$ cat src/sv/gct_pkg.sv
// ----------------------------------------------------------------------------
// gct_pkg: shared types and constants of the grid collision table
// Holds the table size, slot tags, operation and status codes, and the
// structures that travel between the ring of entry cells and the control.
// ----------------------------------------------------------------------------
package gct_pkg;

  localparam int Capacity = 256;
  localparam int CNT_W = $clog2(Capacity);

  localparam logic [15:0] TAG_CORNER = 16'hFFFE;
  localparam logic [15:0] TAG_CROSS  = 16'hFFFF;
  localparam logic [15:0] TAG_CONN   = 16'hFFFF;

  typedef enum logic [1:0] {
    OP_LOGIC = 2'd0,
    OP_WIRE  = 2'd1,
    OP_COLL  = 2'd2,
    OP_READ  = 2'd3
  } op_t;

  typedef enum logic [2:0] {
    IT_BODY      = 3'd0,
    IT_ELEM_CONN = 3'd1,
    IT_WIRE_CONN = 3'd2,
    IT_HOR       = 3'd3,
    IT_VER       = 3'd4,
    IT_CORNER    = 3'd5,
    IT_CROSS     = 3'd6,
    IT_NEW       = 3'd7
  } kind_t;

  typedef enum logic [2:0] {
    ST_OK         = 3'd0,
    ST_UNEXPECTED = 3'd1,
    ST_OCCUPIED   = 3'd2,
    ST_FULL       = 3'd3,
    ST_BAD_TYPE   = 3'd4
  } status_t;

  typedef enum logic [3:0] {
    CL_ELEM_BODY  = 4'd0,
    CL_ELEM_CONN  = 4'd1,
    CL_WIRE_CONN  = 4'd2,
    CL_WIRE_HOR   = 4'd3,
    CL_WIRE_VER   = 4'd4,
    CL_CORNER     = 4'd5,
    CL_CROSS      = 4'd6,
    CL_CROSSING   = 4'd7,
    CL_ELEM_WIRE  = 4'd8,
    CL_INVALID    = 4'd9
  } class_t;

  typedef enum logic [1:0] {
    ACT_NONE   = 2'd0,
    ACT_UPDATE = 2'd1,
    ACT_FREE   = 2'd2,
    ACT_CREATE = 2'd3
  } action_t;

  typedef enum logic [2:0] {
    S_IDLE   = 3'd0,
    S_SCAN   = 3'd1,
    S_DECIDE = 3'd2,
    S_WRITE  = 3'd3,
    S_HOLD   = 3'd4
  } state_t;

  typedef struct packed {
    logic        valid;
    logic [31:0] key;
    logic [15:0] body;
    logic [15:0] hor;
    logic [15:0] ver;
  } entry_t;

  typedef struct packed {
    logic        found;
    logic        has_free;
    logic [15:0] body;
    logic [15:0] hor;
    logic [15:0] ver;
  } lookup_t;

  typedef struct packed {
    status_t     status;
    logic        colliding;
    class_t      cls;
    logic [15:0] body;
    logic [15:0] hor;
    logic [15:0] ver;
    logic [15:0] first;
  } result_t;

  typedef struct packed {
    result_t     res;
    action_t     action;
    logic [15:0] new_body;
    logic [15:0] new_hor;
    logic [15:0] new_ver;
  } decision_t;

endpackage

$ cat src/sv/gct_rules.sv
// ----------------------------------------------------------------------------
// gct_rules: update, collision and classification rules
// Applies the tag and id checks of one operation to the looked-up slots and
// decides the status, the result slots and the write-back action.
// ----------------------------------------------------------------------------
module gct_rules (
  input  gct_pkg::op_t        op,
  input  gct_pkg::kind_t      kind,
  input  logic [15:0]         old_id,
  input  logic [15:0]         new_id,
  input  gct_pkg::lookup_t    lk,
  output gct_pkg::decision_t  dec
);

  function automatic logic elem_body(logic [15:0] b, logic [15:0] h, logic [15:0] v);
    return (b != 16'd0) && (h == 16'd0) && (v == 16'd0);
  endfunction
  function automatic logic elem_conn(logic [15:0] b, logic [15:0] h, logic [15:0] v);
    return (b != 16'd0) && (h == 16'd0) && (v == gct_pkg::TAG_CONN);
  endfunction
  function automatic logic wire_conn(logic [15:0] b, logic [15:0] h, logic [15:0] v);
    return (b == 16'd0) && (h != 16'd0) && (v == gct_pkg::TAG_CONN);
  endfunction
  function automatic logic wire_hor(logic [15:0] b, logic [15:0] h, logic [15:0] v);
    return (b == 16'd0) && (h != 16'd0) && (v == 16'd0);
  endfunction
  function automatic logic wire_ver(logic [15:0] b, logic [15:0] h, logic [15:0] v);
    return (b == 16'd0) && (h == 16'd0) && (v != 16'd0);
  endfunction
  function automatic logic crossing(logic [15:0] b, logic [15:0] h, logic [15:0] v);
    return (b == 16'd0) && (h != 16'd0) && (v != 16'd0);
  endfunction
  function automatic logic elem_wire(logic [15:0] b, logic [15:0] h, logic [15:0] v);
    return (b != 16'd0) && (h != 16'd0) && (v == gct_pkg::TAG_CONN);
  endfunction

  logic [15:0]          b, h, v, nb, nh, nv, tag, rb, rh, rv;
  logic                 coll, rfound, empty;
  gct_pkg::status_t     st;
  gct_pkg::action_t     act;
  gct_pkg::class_t      cls;

  always_comb begin
    b    = lk.found ? lk.body : 16'd0;
    h    = lk.found ? lk.hor  : 16'd0;
    v    = lk.found ? lk.ver  : 16'd0;
    nb   = b;
    nh   = h;
    nv   = v;
    st   = gct_pkg::ST_OK;
    coll = 1'b0;
    tag  = (kind == gct_pkg::IT_CORNER) ? gct_pkg::TAG_CORNER : gct_pkg::TAG_CROSS;

    case (op)
      gct_pkg::OP_LOGIC: begin
        case (kind)
          gct_pkg::IT_BODY: begin
            if (nb != old_id) st = gct_pkg::ST_UNEXPECTED;
            else nb = new_id;
          end
          gct_pkg::IT_ELEM_CONN: begin
            if (nv != 16'd0 && nv != gct_pkg::TAG_CONN) begin
              st = gct_pkg::ST_OCCUPIED;
            end else begin
              nv = gct_pkg::TAG_CONN;
              if (nb != old_id) st = gct_pkg::ST_UNEXPECTED;
              else nb = new_id;
            end
          end
          default: st = gct_pkg::ST_BAD_TYPE;
        endcase
      end
      gct_pkg::OP_WIRE: begin
        case (kind)
          gct_pkg::IT_WIRE_CONN: begin
            if (nv != 16'd0 && nv != gct_pkg::TAG_CONN) begin
              st = gct_pkg::ST_OCCUPIED;
            end else begin
              nv = gct_pkg::TAG_CONN;
              if (nh != old_id) st = gct_pkg::ST_UNEXPECTED;
              else nh = new_id;
            end
          end
          gct_pkg::IT_HOR: begin
            if (nh != old_id) st = gct_pkg::ST_UNEXPECTED;
            else nh = new_id;
          end
          gct_pkg::IT_VER: begin
            if (nv != old_id) st = gct_pkg::ST_UNEXPECTED;
            else nv = new_id;
          end
          gct_pkg::IT_CORNER, gct_pkg::IT_CROSS: begin
            if (nb != 16'd0 && nb != tag) begin
              st = gct_pkg::ST_OCCUPIED;
            end else begin
              nb = tag;
              if (nh != old_id) begin
                st = gct_pkg::ST_UNEXPECTED;
              end else begin
                nh = new_id;
                if (nv != old_id) st = gct_pkg::ST_UNEXPECTED;
                else nv = new_id;
              end
            end
          end
          default: st = gct_pkg::ST_BAD_TYPE;
        endcase
      end
      gct_pkg::OP_COLL: begin
        case (kind)
          gct_pkg::IT_ELEM_CONN: coll = !wire_conn(b, h, v);
          gct_pkg::IT_WIRE_CONN: coll = !elem_conn(b, h, v);
          gct_pkg::IT_HOR:       coll = !wire_ver(b, h, v);
          gct_pkg::IT_VER:       coll = !wire_hor(b, h, v);
          gct_pkg::IT_NEW:       coll = elem_body(b, h, v) || elem_wire(b, h, v) ||
                                        crossing(b, h, v);
          default:               coll = 1'b1;
        endcase
        coll = coll && lk.found;
      end
      default: ;
    endcase

    // An entry without any id left is freed rather than written.
    empty = (nb == 16'd0 || nb == gct_pkg::TAG_CORNER || nb == gct_pkg::TAG_CROSS) &&
            (nh == 16'd0) && (nv == 16'd0 || nv == gct_pkg::TAG_CONN);
    act    = gct_pkg::ACT_NONE;
    rfound = lk.found;
    rb     = b;
    rh     = h;
    rv     = v;
    if ((op == gct_pkg::OP_LOGIC || op == gct_pkg::OP_WIRE) && st == gct_pkg::ST_OK) begin
      if (empty) begin
        act    = lk.found ? gct_pkg::ACT_FREE : gct_pkg::ACT_NONE;
        rfound = 1'b0;
        rb     = 16'd0;
        rh     = 16'd0;
        rv     = 16'd0;
      end else if (lk.found || lk.has_free) begin
        act    = lk.found ? gct_pkg::ACT_UPDATE : gct_pkg::ACT_CREATE;
        rfound = 1'b1;
        rb     = nb;
        rh     = nh;
        rv     = nv;
      end else begin
        st = gct_pkg::ST_FULL;
      end
    end

    if (!rfound) cls = gct_pkg::CL_INVALID;
    else if (elem_body(rb, rh, rv)) cls = gct_pkg::CL_ELEM_BODY;
    else if (elem_conn(rb, rh, rv)) cls = gct_pkg::CL_ELEM_CONN;
    else if (wire_conn(rb, rh, rv)) cls = gct_pkg::CL_WIRE_CONN;
    else if (wire_hor(rb, rh, rv)) cls = gct_pkg::CL_WIRE_HOR;
    else if (wire_ver(rb, rh, rv)) cls = gct_pkg::CL_WIRE_VER;
    else if (rb == gct_pkg::TAG_CORNER && rh != 16'd0 && rh == rv) cls = gct_pkg::CL_CORNER;
    else if (rb == gct_pkg::TAG_CROSS && rh != 16'd0 && rh == rv) cls = gct_pkg::CL_CROSS;
    else if (crossing(rb, rh, rv)) cls = gct_pkg::CL_CROSSING;
    else if (elem_wire(rb, rh, rv)) cls = gct_pkg::CL_ELEM_WIRE;
    else cls = gct_pkg::CL_INVALID;

    dec = '{res: '{status: st, colliding: coll, cls: cls, body: rb, hor: rh, ver: rv,
                   first: (rh != 16'd0) ? rh : rv},
            action: act, new_body: nb, new_hor: nh, new_ver: nv};
  end

endmodule

$ cat config.mk
export PLATFORM = sky130hd
export DESIGN_NAME = gct_rules
export DESIGN_NICKNAME = d
export VERILOG_FILES = /design/src/sv/gct_pkg.sv /design/src/sv/gct_rules.sv
export SDC_FILE = /design/constraint.sdc
export NUM_CORES = 1
export LEC_CHECK = 0
export BUFFER_PORTS_ARGS = -buffer_cell sky130_fd_sc_hd__buf_2
export CORE_MARGIN = 4
export CORE_UTILIZATION = 50
export DETAILED_ROUTE_END_ITERATION = 8
export PLACE_DENSITY = 0.88
export SYNTH_ARGS = -nofsm -noshare
export SYNTH_HDL_FRONTEND = slang
export SYNTH_SLANG_ARGS = --single-unit
$ cat constraint.sdc
create_clock -name vclk -period 15.2
set_input_delay 4.56 -clock vclk [all_inputs]
set_output_delay 4.56 -clock vclk [all_outputs]
set_load 0.005 [all_outputs]
Yosys cells after proc, flatten, opt, wreduce, memory -nomap -nowiden
Cells that the tools add are included.
- register bits after elaboration: 0
- output and inout bits: 122
- equality and inequality tests: 22
- multiplexer cells: 66
- reductions and logical operators: 62
- operators with widths (operator ; count):
    16-bit two-way mux ; 26
    16-bit logical NOT ; 9
    16-bit == test (second input constant) ; 7
    16-bit case mux with 2 select lines ; 3
    16-bit case mux with 3 select lines ; 2
    16-bit nonzero test ; 6
    16-bit != test ; 4
    4-bit two-way mux ; 9
    1-bit logical AND ; 32
    16-bit == test ; 1
    16-bit != test (second input constant) ; 1
    3-bit two-way mux ; 5
    2-bit two-way mux ; 7
    3-bit == test (second input constant) ; 4
    3-bit case mux with 2 select lines ; 2
    3-bit case mux with 4 select lines ; 1
    1-bit two-way mux ; 10
    1-bit logical OR ; 7
    3-bit by 2-bit == test with 1-bit output (second input constant) ; 2
    3-bit logical NOT ; 2
    1-bit case mux with 5 select lines ; 1
    1-bit logical NOT ; 4
    3-bit by 1-bit == test with 1-bit output (second input constant) ; 1
    2-bit by 1-bit == test with 1-bit output (second input constant) ; 1
    other kinds (3) ; 3

Longest topological paths before layout
- depth in word-level cells: 27
- gate-level depth with buffers: 24

Worst setup path before layout
No wires, ideal clock.
- path type: input to output
- from: in old_id[6]
- to: out dec[114] in the netlist's numbering
- arrival time: 9.056 ns
- required time: 10.640 ns
- slack: 1.584 ns
- cell stages on the path: 17
- buffers on the path: 3
- path through: buf_4 or4b_4 a32oi_2 nand4_4 o31ai_2 a22oi_1 or3_1 clkbuf_1 or4_1 nor4_4 buf_6 nor3_1 o21ai_1 nand4b_1 or4_4 or4_4 o221a_1
- RTL lines (what ; RTL line ; source):
    from (decl) ; gct_rules.sv:9 ; input logic [15:0] old_id,
    to (decl) ; gct_rules.sv:12 ; output gct_pkg::decision_t dec

==> impl_metrics.toml <==
[status]
status = "finished, final reports clean"

[placed_design]
dp_hpwl_um = 23100
port_buffers = 209
dp_slack_ns = 0.379
gp_congestion = 1.10

[floorplan]
die_area_um2 = 13400
dieHeight_um = 116
fp.dieW_um = 116
initial_core_util_pct = 50.9
ioPinCount = 209
coreArea_um2 = 11400
num_rows = 39

[worst_setup_path]
startpoint_type = "input port"
worstPathCellList = "buf_4, buf_4, nand2_1, nor4_1, a21o_1, o21ai_2, a211oi_1, a41oi_1, o21ai_0, nand4_1, nor4_4, o31ai_4, buf_4, a21oi_1, xnor2_1, nand3_1, or4_4, o221a_1, buf_2"
critical_path_class = "in2out"
crit_arrival_ns = 10.48
max_stage_delay_ns = 0.71
worst_path_max_delay_cell = "nor4_4"
crit_required_ns = 10.64
critPathMaxFanout = 49
crit_top_cell = "buf_4"
crit_path_end_kind = "primary output"

[job]
cap_violations = 0

[synth]
yosys-top-cells-count = "137 x nand2_1, 90 x nor2_1, 88 x o21ai_0, 48 x a21oi_1, 45 x inv_1"
post_synth_num_cell_types = 85
netlist.area_leader.share_pct = 8.89
yosysWarnings = 0
synthCells = 973
synth.avg_cell_area_um2 = 5.94
synth.most_common_cell = "nand2_1"
synthesis.area_um2 = 5780
synth_nets = 1060
synth_largest_area_cell = "nand2_1"
yosysSeqAreaShare_pct = 0
yosys-top-cells-area = "nand2_1 8.9%, o21ai_0 7.6%, nor2_1 5.8%"

[power]
p_per_area_nw_per_um2 = 36.0
p_switching_mw = 0.158
power_mw = 0.248
seqPwrFrac_pct = 0
p_int_mw = 0.0899
swShare_pct = 63.7
power.leakage_nw = 3.01
power_frac_comb_pct = 100.0
peakVddDrop_mv = 0.0225
clockPowerShare_pct = 0

[route]
wl_per_cell_um = 22.7
drc_errors = 0
via_per_inst = 7.20
vias = 9215
antenna_left = 0
first_iter_violations = 1441
drt_pre_antenna_iters = 8
drt_wl_total_um = 29100

[grt]
grtUsageTotal_pct = 40.5
grt_pass1_vias = 7868
antenna_found_initial = 1
grt_overflow = 0
grt_max_degree = 50
grt_first_pass_wirelength_um = 43300

[timing]
layout_setup_ws_ns = 0.161
hold_viol_final = 0
worst_slew_pin_slew_ns = 0.838
period_minus_slack_ns = 15.04
finalMaxSlewViolations = 0
max_slew_margin_pct = 44.2
fin_crit_sh_pct = 98.9
finalSetupViolCount = 0
fmax_ghz = 0.0665

[layout]
multi_input_area_um2 = 5200
seq_cells = 0
diodes = 0
final_layout_size_suffix_gt1_share_pct = 25.5
fillers = 1145
syn_to_final_growth_pct = 19.0
clock_buffers = 0
register_area_um2 = 0
fin_nets = 1225

[worst_hold_path]
hold_class = "in2out"

[cts]
holdBufCountCts = 0
## power by group through the flow
stage,combinational (mW),clock (mW),sequential [mW]
finish,0.248,0,0
floorplan,0.141,0,0
detailed placement,0.234,0,0
global route,0.263,0,0
CTS,0.235,0,0
global placement,0.233,0,0
## logic make-up (layout without fill, tap and decap cells)
logic type	Yosys count	count (layout)	synth area share [%]
AO/OA/AOI/OAI	327	327	38.1
XOR/XNOR	34	34	5.15
AND/OR/NAND/NOR	467	468	43.3
buffers and inverters	130	292	10.8
multiplexers	15	15	2.66
## repair_timing
action | CTS | global route
setup endpoints to repair | 0 | 4
resized for setup | 0 | 2
setup buffers | 0 | 5
## placed cells by master, fill, tap and decap left out, types with 11 or more instances in the layout
cell,count
and2_1,13
o22ai_1,14
a21oi_1,47
xnor2_1,24
a22o_1,15
nand2_1,137
a32oi_1,13
or4_1,14
buf_4,35
nor3_1,27
nand4_1,44
nor4_1,22
o21ai_0,88
nor4bb_1,18
a31oi_1,19
nor2_1,90
a211oi_1,11
mux2i_1,12
buf_2,208
nand3_1,29
a22oi_1,19
inv_1,45
## area by class of cell
type | count | area share (%)
timing repair buffer | 244 | 19.2
inverter | 48 | 2.62
multi-input combinational | 844 | 75.5
tap | 143 | 2.60
## layer usage
layer | vias up | part of all wire (%) | GRT usage [%]
li1 | 4027 | - | -
met1 | 4088 | 35 | 53.0
met2 | 917 | 43 | 61.7
met3 | 181 | 16 | 10.8
met4 | 2 | 6.1 | 19.2
met5 | - | 0.045 | 0
## final timing paths
path / from / depth (start not counted) / end
setup / recovery: lk[49] / 19 / dec[114]
hold / removal: lk[40] / 3 / dec[106]
## through the flow
| stage | cell area (um2) | hold WS (ns) | util [%] | setup TNS (ns) | instances |
|---|---|---|---|---|---|
| after floorplan | 5780 | 9.23 | - | 0 | 973 |
| after detailed placement | 6820 | 9.54 | 60.0 | 0 | 1273 |
| final | 6880 | 9.56 | 60.5 | 0 | 1279 |
| after global routing | 6880 | 9.60 | 60.5 | -0.0579 | 1279 |
| after global placement | 6820 | 9.55 | 60.0 | 0 | 1273 |
| after CTS | 6820 | 9.55 | 60.0 | 0 | 1273 |
## worst max-delay path: cells and delay by family
| kind | cells | cell delay (ns) |
|---|---|---|
| AO/OA/AOI/OAI | 8 | 2.42 |
| buffers and inverters | 4 | 0.98 |
| XOR/XNOR | 1 | 0.21 |
| AND/OR/NAND/NOR | 6 | 2.26 |
(Power assumes the default switching activity.)
