===== config.mk =====
export PLATFORM = sky130hd
export DESIGN_NAME = gct_cell
export DESIGN_NICKNAME = d
export VERILOG_FILES = /design/src/sv/gct_pkg.sv /design/src/sv/gct_cell.sv
export SDC_FILE = /design/constraint.sdc
export NUM_CORES = 1
export LEC_CHECK = 0
export ABC_CLOCK_PERIOD_IN_PS = 3900
export BUFFER_PORTS_ARGS = -buffer_cell sky130_fd_sc_hd__buf_2
export CORE_ASPECT_RATIO = 0.75
export CORE_MARGIN = 10
export CORE_UTILIZATION = 44
export CTS_CLUSTER_SIZE = 12
export DETAILED_ROUTE_END_ITERATION = 10
export HOLD_SLACK_MARGIN = 0.15
export PLACE_DENSITY_LB_ADDON = 0.1
export SLEW_MARGIN = 10
export SYNTH_ARGS = -nofsm -noshare
export SYNTH_HDL_FRONTEND = slang
export SYNTH_SLANG_ARGS = --single-unit
export TNS_END_PERCENT = 10

===== constraint.sdc =====
create_clock -name clk -period 3.9 [get_ports clk]
set_clock_uncertainty 0.1 [all_clocks]
set_input_delay 0.78 -clock clk [delete_from_list [all_inputs] [get_ports clk]]
set_output_delay 0.78 -clock clk [all_outputs]
set_load 0.01 [all_outputs]

===== src/sv/gct_pkg.sv =====
// ----------------------------------------------------------------------------
// gct_pkg: shared types and constants of the grid collision table
// Holds the table size, slot tags, operation and status codes, and the
// structures that travel between the ring of entry cells and the control.
// ----------------------------------------------------------------------------
package gct_pkg;

  localparam int Capacity = 256;
  localparam int CNT_W = $clog2(Capacity);

  localparam logic [15:0] TAG_CORNER = 16'hFFFE;
  localparam logic [15:0] TAG_CROSS  = 16'hFFFF;
  localparam logic [15:0] TAG_CONN   = 16'hFFFF;

  typedef enum logic [1:0] {
    OP_LOGIC = 2'd0,
    OP_WIRE  = 2'd1,
    OP_COLL  = 2'd2,
    OP_READ  = 2'd3
  } op_t;

  typedef enum logic [2:0] {
    IT_BODY      = 3'd0,
    IT_ELEM_CONN = 3'd1,
    IT_WIRE_CONN = 3'd2,
    IT_HOR       = 3'd3,
    IT_VER       = 3'd4,
    IT_CORNER    = 3'd5,
    IT_CROSS     = 3'd6,
    IT_NEW       = 3'd7
  } kind_t;

  typedef enum logic [2:0] {
    ST_OK         = 3'd0,
    ST_UNEXPECTED = 3'd1,
    ST_OCCUPIED   = 3'd2,
    ST_FULL       = 3'd3,
    ST_BAD_TYPE   = 3'd4
  } status_t;

  typedef enum logic [3:0] {
    CL_ELEM_BODY  = 4'd0,
    CL_ELEM_CONN  = 4'd1,
    CL_WIRE_CONN  = 4'd2,
    CL_WIRE_HOR   = 4'd3,
    CL_WIRE_VER   = 4'd4,
    CL_CORNER     = 4'd5,
    CL_CROSS      = 4'd6,
    CL_CROSSING   = 4'd7,
    CL_ELEM_WIRE  = 4'd8,
    CL_INVALID    = 4'd9
  } class_t;

  typedef enum logic [1:0] {
    ACT_NONE   = 2'd0,
    ACT_UPDATE = 2'd1,
    ACT_FREE   = 2'd2,
    ACT_CREATE = 2'd3
  } action_t;

  typedef enum logic [2:0] {
    S_IDLE   = 3'd0,
    S_SCAN   = 3'd1,
    S_DECIDE = 3'd2,
    S_WRITE  = 3'd3,
    S_HOLD   = 3'd4
  } state_t;

  typedef struct packed {
    logic        valid;
    logic [31:0] key;
    logic [15:0] body;
    logic [15:0] hor;
    logic [15:0] ver;
  } entry_t;

  typedef struct packed {
    logic        found;
    logic        has_free;
    logic [15:0] body;
    logic [15:0] hor;
    logic [15:0] ver;
  } lookup_t;

  typedef struct packed {
    status_t     status;
    logic        colliding;
    class_t      cls;
    logic [15:0] body;
    logic [15:0] hor;
    logic [15:0] ver;
    logic [15:0] first;
  } result_t;

  typedef struct packed {
    result_t     res;
    action_t     action;
    logic [15:0] new_body;
    logic [15:0] new_hor;
    logic [15:0] new_ver;
  } decision_t;

endpackage


===== src/sv/gct_cell.sv =====
// ----------------------------------------------------------------------------
// gct_cell: one table entry in the rotating ring
// Holds one entry and passes it to the next cell whenever the ring shifts.
// Flags whether its entry is valid and carries the point being looked up.
// ----------------------------------------------------------------------------
module gct_cell (
  input  logic             clk,
  input  logic             rst_n,
  input  logic             shift,
  input  logic [31:0]      query_key,
  input  gct_pkg::entry_t  d,
  output gct_pkg::entry_t  q,
  output logic             hit
);

  logic        valid_r;
  logic [31:0] key_r;
  logic [15:0] body_r;
  logic [15:0] hor_r;
  logic [15:0] ver_r;

  always_ff @(posedge clk) begin
    if (!rst_n) begin
      valid_r <= 1'b0;
    end else if (shift) begin
      valid_r <= d.valid;
    end
  end

  always_ff @(posedge clk) begin
    if (shift) begin
      key_r  <= d.key;
      body_r <= d.body;
      hor_r  <= d.hor;
      ver_r  <= d.ver;
    end
  end

  assign q   = '{valid: valid_r, key: key_r, body: body_r, hor: hor_r, ver: ver_r};
  assign hit = valid_r && (key_r == query_key);

endmodule


# Yosys cells after proc, flatten, opt, wreduce, memory -nomap -nowiden
# Index checks and enable logic that the tools add are counted.
op_classes:
  shift: 0
  eq_ne: 1
  n_div: 0
  n_lt_le_gt_ge: 0
  bitwise: 0
  reduce_logical: 1
  n_addsub: 0
  mul: 0
  muxes: 0
ops:
  columns: ["op", "n"]
  rows:
  - ["$eq 32x32->1", 1]
  - ["$logic_and 1x1->1", 1]
word_totals:
  elab_cells: 7
  memories: 0
  ram_bits: 0
  out_inout_bits: 82
  latchBits: 0
  mem_bits_ro: 0
  inputBits: 116
  reg_bits: 81

# Logic depth before layout (Yosys ltp)
# Gate-level depths: netlist of the first run.
depth:
  word_depth: 2
  depth_mapped: 4

# Worst setup path before layout of the first run
# OpenSTA, ideal clock, no wires.
synth_timing:
  path_type: "input to output"
  from: "in query_key[16]"
  to: "out hit"
  arrival_time_ps: 1560
  slack_ps: 1460
  cell_stages: 4
  cell_sequence: "xor2_1 -> nor4_1 -> nand4_1 -> nor3_2"
synth_via:
  elab_chain_cells: 2
synth_rtl:
  columns: ["item", "line_no", "rtl"]
  rows:
  - ["start, declared", "gct_cell.sv:10", "input logic [31:0] query_key,"]
  - ["$eq 32x32->1", "gct_cell.sv:40", "assign hit = valid_r && (key_r == query_key);"]
  - ["$logic_and 1x1->1", "gct_cell.sv:40", null]
  - ["end, declared", "gct_cell.sv:13", "output logic hit"]
# Every way passes these cells.

# Worst setup path in the final report of the first run
layout_timing:
  from: "in query_key[29]"
  to: "out hit"
# Same word-level chain as after synthesis.

==> out/results.txt, run 1 <==
Outcome - complete, no violations
Met1 GRT Util - 14.4%
Post-CTS setup buffer count - 0
Die Wd - 112 um
Met2 Track Usage GR - 24.9%
Maxcap violations - 0
Worst path required time - 3.02 ns
Sequential cell area - 2420 um^2
Mapped cell area - 2800 um^2
Fillers - 507
Multi-input combinational cell area - 372 um^2
Vias per cell - 4.45
Worst-path clk slew - 0.08 ns
Post-Syn Nets - 244
Initial Utilization - 44.8%
CP top delay family - simple AND/OR/NAND/NOR gates
Die area - 9990 um^2
Setup crit start kind - input port
TritonCTS buffer count - 9
Maximum root-to-sink buffer count - 2
Post-CTS Hold Buffers - 0
Buf/Inv on CP - 2
Critical path type - in -> out
DR DRC count - 0
Register bit total from synthesis - 81
Row cnt - 25
Final WS setup - 1.08 ns
Crit. End Element - output pin
GRT Total Usage - 15.0%
Critical path, cell by cell - buf_2, xor2_1, nor4_1, nand4_1, nor3_2, buf_2
Cell variety after synth - 12
Tightest Pin Transition - 0.999 ns
DRT iter0 DRCs - 110
Total Routed Length - 7650 um
M3 GR Usage - 11.4%
Mean Syn Cell Area - 21.9 um^2
Core Footprint - 6260 um^2
Vias in the first global route - 2094
Synth warn - 0
Ports - 198
Root Buffer - clkbuf_8
Switching power - 0.000427 W
Clock sink count - 81
Number of routed nets with antenna violations - 0
P per Cell Area - 469 nW/um^2
Final Hold Fails - 0
Max Slew Vio Count - 0
Antenna diode count - 0
CP Max Fanout - 1
Final estimated routing congestion in global placement - 0.741
DR WL/cell - 18.2 um
Maximum vdd drop - 0.322 mV
Hold Path Class - reg -> reg
Comb pwr share - 11.1%
Sequential power share - 55.1%
Gr busiest metal - met2
Worst path max stage delay - 0.39 ns
Initial antenna violation count - 1
Share of layout cells above drive strength 1 - 62.6%
Critical-path top delay cell - nor4_1
P_leak - 1.82 nW
H-tree lvl count - 3
Slew margin rel. - 33.4%
Pre-Repair DR Iteration Count - 4
Seq/Total Area, Yosys - 86.5%
Setup_tns - 0 ns
RSZ-0062 raised after global routing - false
Max frequency - 355 MHz
Post-Syn Instances - 128
Via count - 1872
Setup violators final - 0
Minimum clock period - 2.82 ns
Resized Gates After CTS - 0
WP data arrival - 1.94 ns
CTS tree - done
GRT Residual Overflow - 0
Sw Ratio - 22.2%
I/O Buffers - 197
Largest net degree at the start of global routing - 82
Worst skew pair latency - 0.34 ns
Period utilisation layout - 72.3%
Clock share of power - 33.8%
HPWL Detailed - 6220 um
Nets - 451
First-pass GRT wire length - 11200 um
Int Pwr - 0.00150 W
Die Ht - 89.1 um
Most used cell, CP - buf_2
Layout Area Growth over Synthesis - 46.4%
DP Worst Slack - 1.05 ns
-- metal layers --
metal	share of wire (%)	wire length, um
met1	34	2580
met2	50	3830
met3	15	1170
met4	0.80	61
met5	0.17	13
-- layout by cell type (no fill, tap or decap) --
cell | netlist | layout
edfxtp_1 | 80 | 80
xnor2_1 | 1 | 1
buf_2 | 0 | 196
clkinv_4 | 0 | 1
nor3_2 | 1 | 1
clkinv_2 | 0 | 1
inv_6 | 0 | 1
nand3_1 | 2 | 2
dfxtp_1 | 1 | 1
bufinv_16 | 0 | 2
clkbuf_8 | 0 | 9
xor2_1 | 31 | 31
clkinvlp_4 | 0 | 1
buf_4 | 1 | 1
nor2b_1 | 1 | 1
mux2i_1 | 1 | 1
nand4_1 | 1 | 1
nor3_1 | 1 | 1
nor4_1 | 7 | 7
clkinv_1 | 0 | 1
-- state kept, by name, summed over array words and instances (netlist names) --
signal   flops
body_r      16
valid_r      1
key_r       32
hor_r       16
ver_r       16
-- path summary, 6_finish.rpt --
| kind | from | end | slack, ns | cells after the start |
|---|---|---|---|---|
| setup / recovery | query_key[29] | hit | 1.08 | 6 |
| hold / removal | valid_r$_SDFFE_PN0P_ | valid_r$_SDFFE_PN0P_ | 0.45 | 2 |
| setup reg to reg | valid_r$_SDFFE_PN0P_ | valid_r$_SDFFE_PN0P_ | 3.17 | 2 |
| hold reg to reg | valid_r$_SDFFE_PN0P_ | valid_r$_SDFFE_PN0P_ | 0.45 | 2 |
-- cells by family after synthesis --
logic type,count (synthesis),synth area share [%]
multiplexers,1,0.357
AND/OR/NAND/NOR,13,2.90
XOR/XNOR,32,10.0
buffers and inverters,1,0.268
flip-flops,81,86.5
-- cell usage after synthesis --
cell type	count	area, um^2
nor3_1	1	5.00
buf_4	1	7.51
nor3_2	1	10.0
edfxtp_1	80	2400
mux2i_1	1	10.0
nand4_1	1	6.26
nand3_1	2	10.0
xnor2_1	1	8.76
nor4_1	7	43.8
nor2b_1	1	6.26
dfxtp_1	1	20.0
xor2_1	31	272
-- worst min-delay path: stages, from the launching register on --
cell and delay, ns:
dfxtp_1 0.33, mux2i_1 0.12, nor2b_1 0.06
-- power groups by stage --
| stage | combinational [W] | sequential, W | clock (W) |
|---|---|---|---|
| finish | 0.000213 | 0.00106 | 0.000650 |
| global route | 0.000234 | 0.00107 | 0.000713 |
| CTS | 0.000218 | 0.00106 | 0.000675 |
| detailed placement | 0.000217 | 0.00108 | 0 |
| global placement | 0.000215 | 0.00108 | 0 |
| floorplan | 0.0000306 | 0.00112 | 0 |
-- cell type report --
type	instances	share of cell area, %
Tap cell	81	2.47
Clock inverter	7	2.29
Sequential cell	81	59.1
Clock buffer	9	3.02
Timing Repair Buffer	197	24.1
Multi-Input combinational cell	46	9.06
-- stage by stage --
step / utilization, % / hold slack, ns / instance area [um^2] / cells / power [W]
floorplan: - / 0.406 / 2800 / 128 / 0.00115
global placement: 62.1 / 0.444 / 3880 / 405 / 0.00129
detailed placement: 62.1 / 0.453 / 3880 / 405 / 0.00130
CTS: 65.6 / 0.461 / 4100 / 421 / 0.00195
global route: 65.6 / 0.478 / 4100 / 421 / 0.00202
finish: 65.6 / 0.453 / 4100 / 421 / 0.00192
(Power assumes the default switching activity.)
==> run 2: changes to the inputs <==
- ABC_AREA: not set -> 1
- ABC_CLOCK_PERIOD_IN_PS: 3900 -> 2800
- CORE_UTILIZATION: 44 -> 42
- clock period: 3.9 -> 2.8 ns (I/O delays scaled with it)
==> run 2 against run 1 <==
  * Die area rose by 11%
  * Count of clock-buffer cells in the layout rose by 1
  * Synthesized cell count rose by 76%
  * Critical path depth rose by 2
  * Setup slack got worse by 0.46 ns
  * Critical endpoint unchanged
==> out/results.txt, run 2 <==
Outcome - complete, no violations
Max Slew Vio Count - 0
H-tree lvl count - 3
Cell variety after synth - 17
Multi-input combinational cell area - 447 um^2
Commonest cells in the netlist - 80 x edfxtp_1, 61 x nand2_1, 38 x inv_1, 18 x nor2_1
Post-synth EDFFs - 80
Synth top area share - 79.3%
DR DRC count - 0
Most common cell in the netlist - edfxtp_1
Critical-path top delay cell - edfxtp_1
Antenna diode count - 0
Reg2Reg Setup Slack - 2.02 ns
Pre-Repair DR Iteration Count - 4
Critical path, cell by cell - inv_1, nor2_1, nor2_1, nand2_1, nor3_1, nand3_1, nor2_1, buf_2
Most used cell, CP - nor2_1
Share of layout cells above drive strength 1 - 49.9%
Maxcap violations - 0
Layout Area Growth over Synthesis - 44.0%
RSZ-0062 raised after global routing - false
Max frequency - 459 MHz
WP data arrival - 1.52 ns
GRT Residual Overflow - 0
Biggest register - key_r
Post-Syn Nets - 341
Vias in the first global route - 2404
Nets - 550
GRT Total Usage - 15.2%
Fillers - 573
Critical path type - reg -> out
First-pass GRT wire length - 12800 um
Setup_tns - 0 ns
TritonCTS buffer count - 9
R2r worst-path depth - 2
Vias per cell - 4.26
Initial antenna violation count - 1
Tightest Pin Transition - 0.475 ns
Top FF cell, synth - edfxtp_1
P_leak - 2.13 nW
Setup crit start kind - register
Row cnt - 26
CP Max Fanout - 2
Max reg flops - 32
Die area - 11000 um^2
DRT iter0 DRCs - 58
Number of routed nets with antenna violations - 0
Largest net degree at the start of global routing - 37
Share of synthesized flip-flops with an asynchronous set or reset - 0%
Setup violators final - 0
Resized Gates After CTS - 0
Worst Hold Depth - 1
Hold Path Class - in -> reg
Slew margin rel. - 68.4%
Core Footprint - 6900 um^2
Maximum root-to-sink buffer count - 2
Die Ht - 93.6 um
Worst skew pair latency - 0.34 ns
Ports - 198
Via count - 2289
Mean Syn Cell Area - 13.5 um^2
Hold Startpoint - d[6]
Most frequent cells in the layout - 196 x buf_2, 80 x edfxtp_1, 61 x nand2_1
Register bit total from synthesis - 81
Post-CTS setup buffer count - 0
Cell Area, Placed - 4160 um^2
Post-Syn Instances - 225
Worst path max stage delay - 0.38 ns
Finished layout cell area - 4360 um^2
I/O Buffers - 197
P per Cell Area - 612 nW/um^2
HPWL Detailed - 7260 um
Total Routed Length - 8690 um
Minimum clock period - 2.18 ns
Worst-path clk slew - 0.09 ns
Clock sink count - 81
Maximum vdd drop - 0.357 mV
CTS tree - done
Post-CTS Hold Buffers - 0
Die Wd - 118 um
Final Hold Fails - 0
Most common cell after layout, fill and taps aside - buf_2
Root Buffer - clkbuf_8
R2r endpoint - valid_r$_SDFFE_PN0P_
Crit. End Element - output pin
Seq/Total Area, Yosys - 79.9%
Period utilisation layout - 77.7%
Sequential cell area - 2420 um^2
Post-synth top area cell - edfxtp_1
Final estimated routing congestion in global placement - 0.774
Worst path required time - 2.14 ns
Mapped cell area - 3030 um^2
Reg-to-Reg Start - valid_r$_SDFFE_PN0P_
Initial Utilization - 43.9%
DR WL/cell - 16.2 um
Synth area leaders - edfxtp_1 79%, nand2_1 7.6%, inv_1 4.7%
Worst Hold Endpoint - ver_r[6]$_DFFE_PP_
Synth warn - 0
## run 2: cell types whose count changed after synthesis, sizes merged, moves of 7 or more
cell / delta
o21ai: +7
nor4: -7
inv: +41
xor2: -28
nor2: +19
nand2: +62
## run 2: kinds of logic (layout without fill, tap and decap cells)
family / count (synthesis) / after routing / synth area share [%]
buffers and inverters: 42 / 256 / 5.33
and+or+nand+nor: 85 / 85 / 10.9
AOI/OAI and AO/OA: 9 / 9 / 1.57
xor gates and xnor gates: 8 / 8 / 2.31
DFF: 81 / 81 / 79.9
## run 2: critical path: cells and delay by family (launching register included)
kind | cells | cell delay [ns]
buf+inv | 2 | 0.22
flops | 1 | 0.38
simple gates | 6 | 0.58
## run 2: cell type report
type,instances,area share (%)
clock buffers,10,2.92
clock inverters,6,1.72
inverters,41,3.53
multi-input cells,102,10.2
flip-flops and latches,81,55.5
well taps,98,2.81
repair buffers,199,23.3
## run 2: per-stage QoR
| step | utilization (%) | total power, W | cells | setup slack [ns] | hold slack (ns) |
|---|---|---|---|---|---|
| after global placement | 60.3 | 0.00184 | 521 | 0.721 | 0.459 |
| after global routing | 63.3 | 0.00280 | 537 | 0.462 | 0.250 |
| after floorplan | - | 0.00162 | 225 | 0.996 | 0.438 |
| after detailed placement | 60.3 | 0.00185 | 521 | 0.734 | 0.477 |
| after CTS | 63.3 | 0.00271 | 537 | 0.610 | 0.266 |
| final | 63.3 | 0.00267 | 537 | 0.623 | 0.284 |
## run 2: worst max path at each step
stage,start,to
6_report,key_r[23]$_DFFE_PP_,hit
5_1_grt,key_r[27]$_DFFE_PP_,hit
4_1_cts,key_r[23]$_DFFE_PP_,hit
3_5_place_dp,query_key[2],hit
3_3_place_gp,query_key[0],hit
2_1_floorplan,query_key[2],hit
## run 2: power breakdown
part | leakage (nW) | total [W] | switching (W) | internal (W)
registers | 0.791 | 0.00147 | 0.0000366 | 0.00144
clock network | 0.0990 | 0.000859 | 0.000434 | 0.000425
logic | 1.24 | 0.000337 | 0.000182 | 0.000154
total | 2.13 | 0.00267 | 0.000653 | 0.00202
## run 2: layer usage
metal | up-vias | wire [um] | global-route usage, %
met2 | 121 | 4220 | 25.5
li1 | 1152 | - | -
met3 | 8 | 1210 | 11.8
met5 | - | 18 | 0
met1 | 1006 | 3140 | 14.5
met4 | 2 | 100 | 3.90
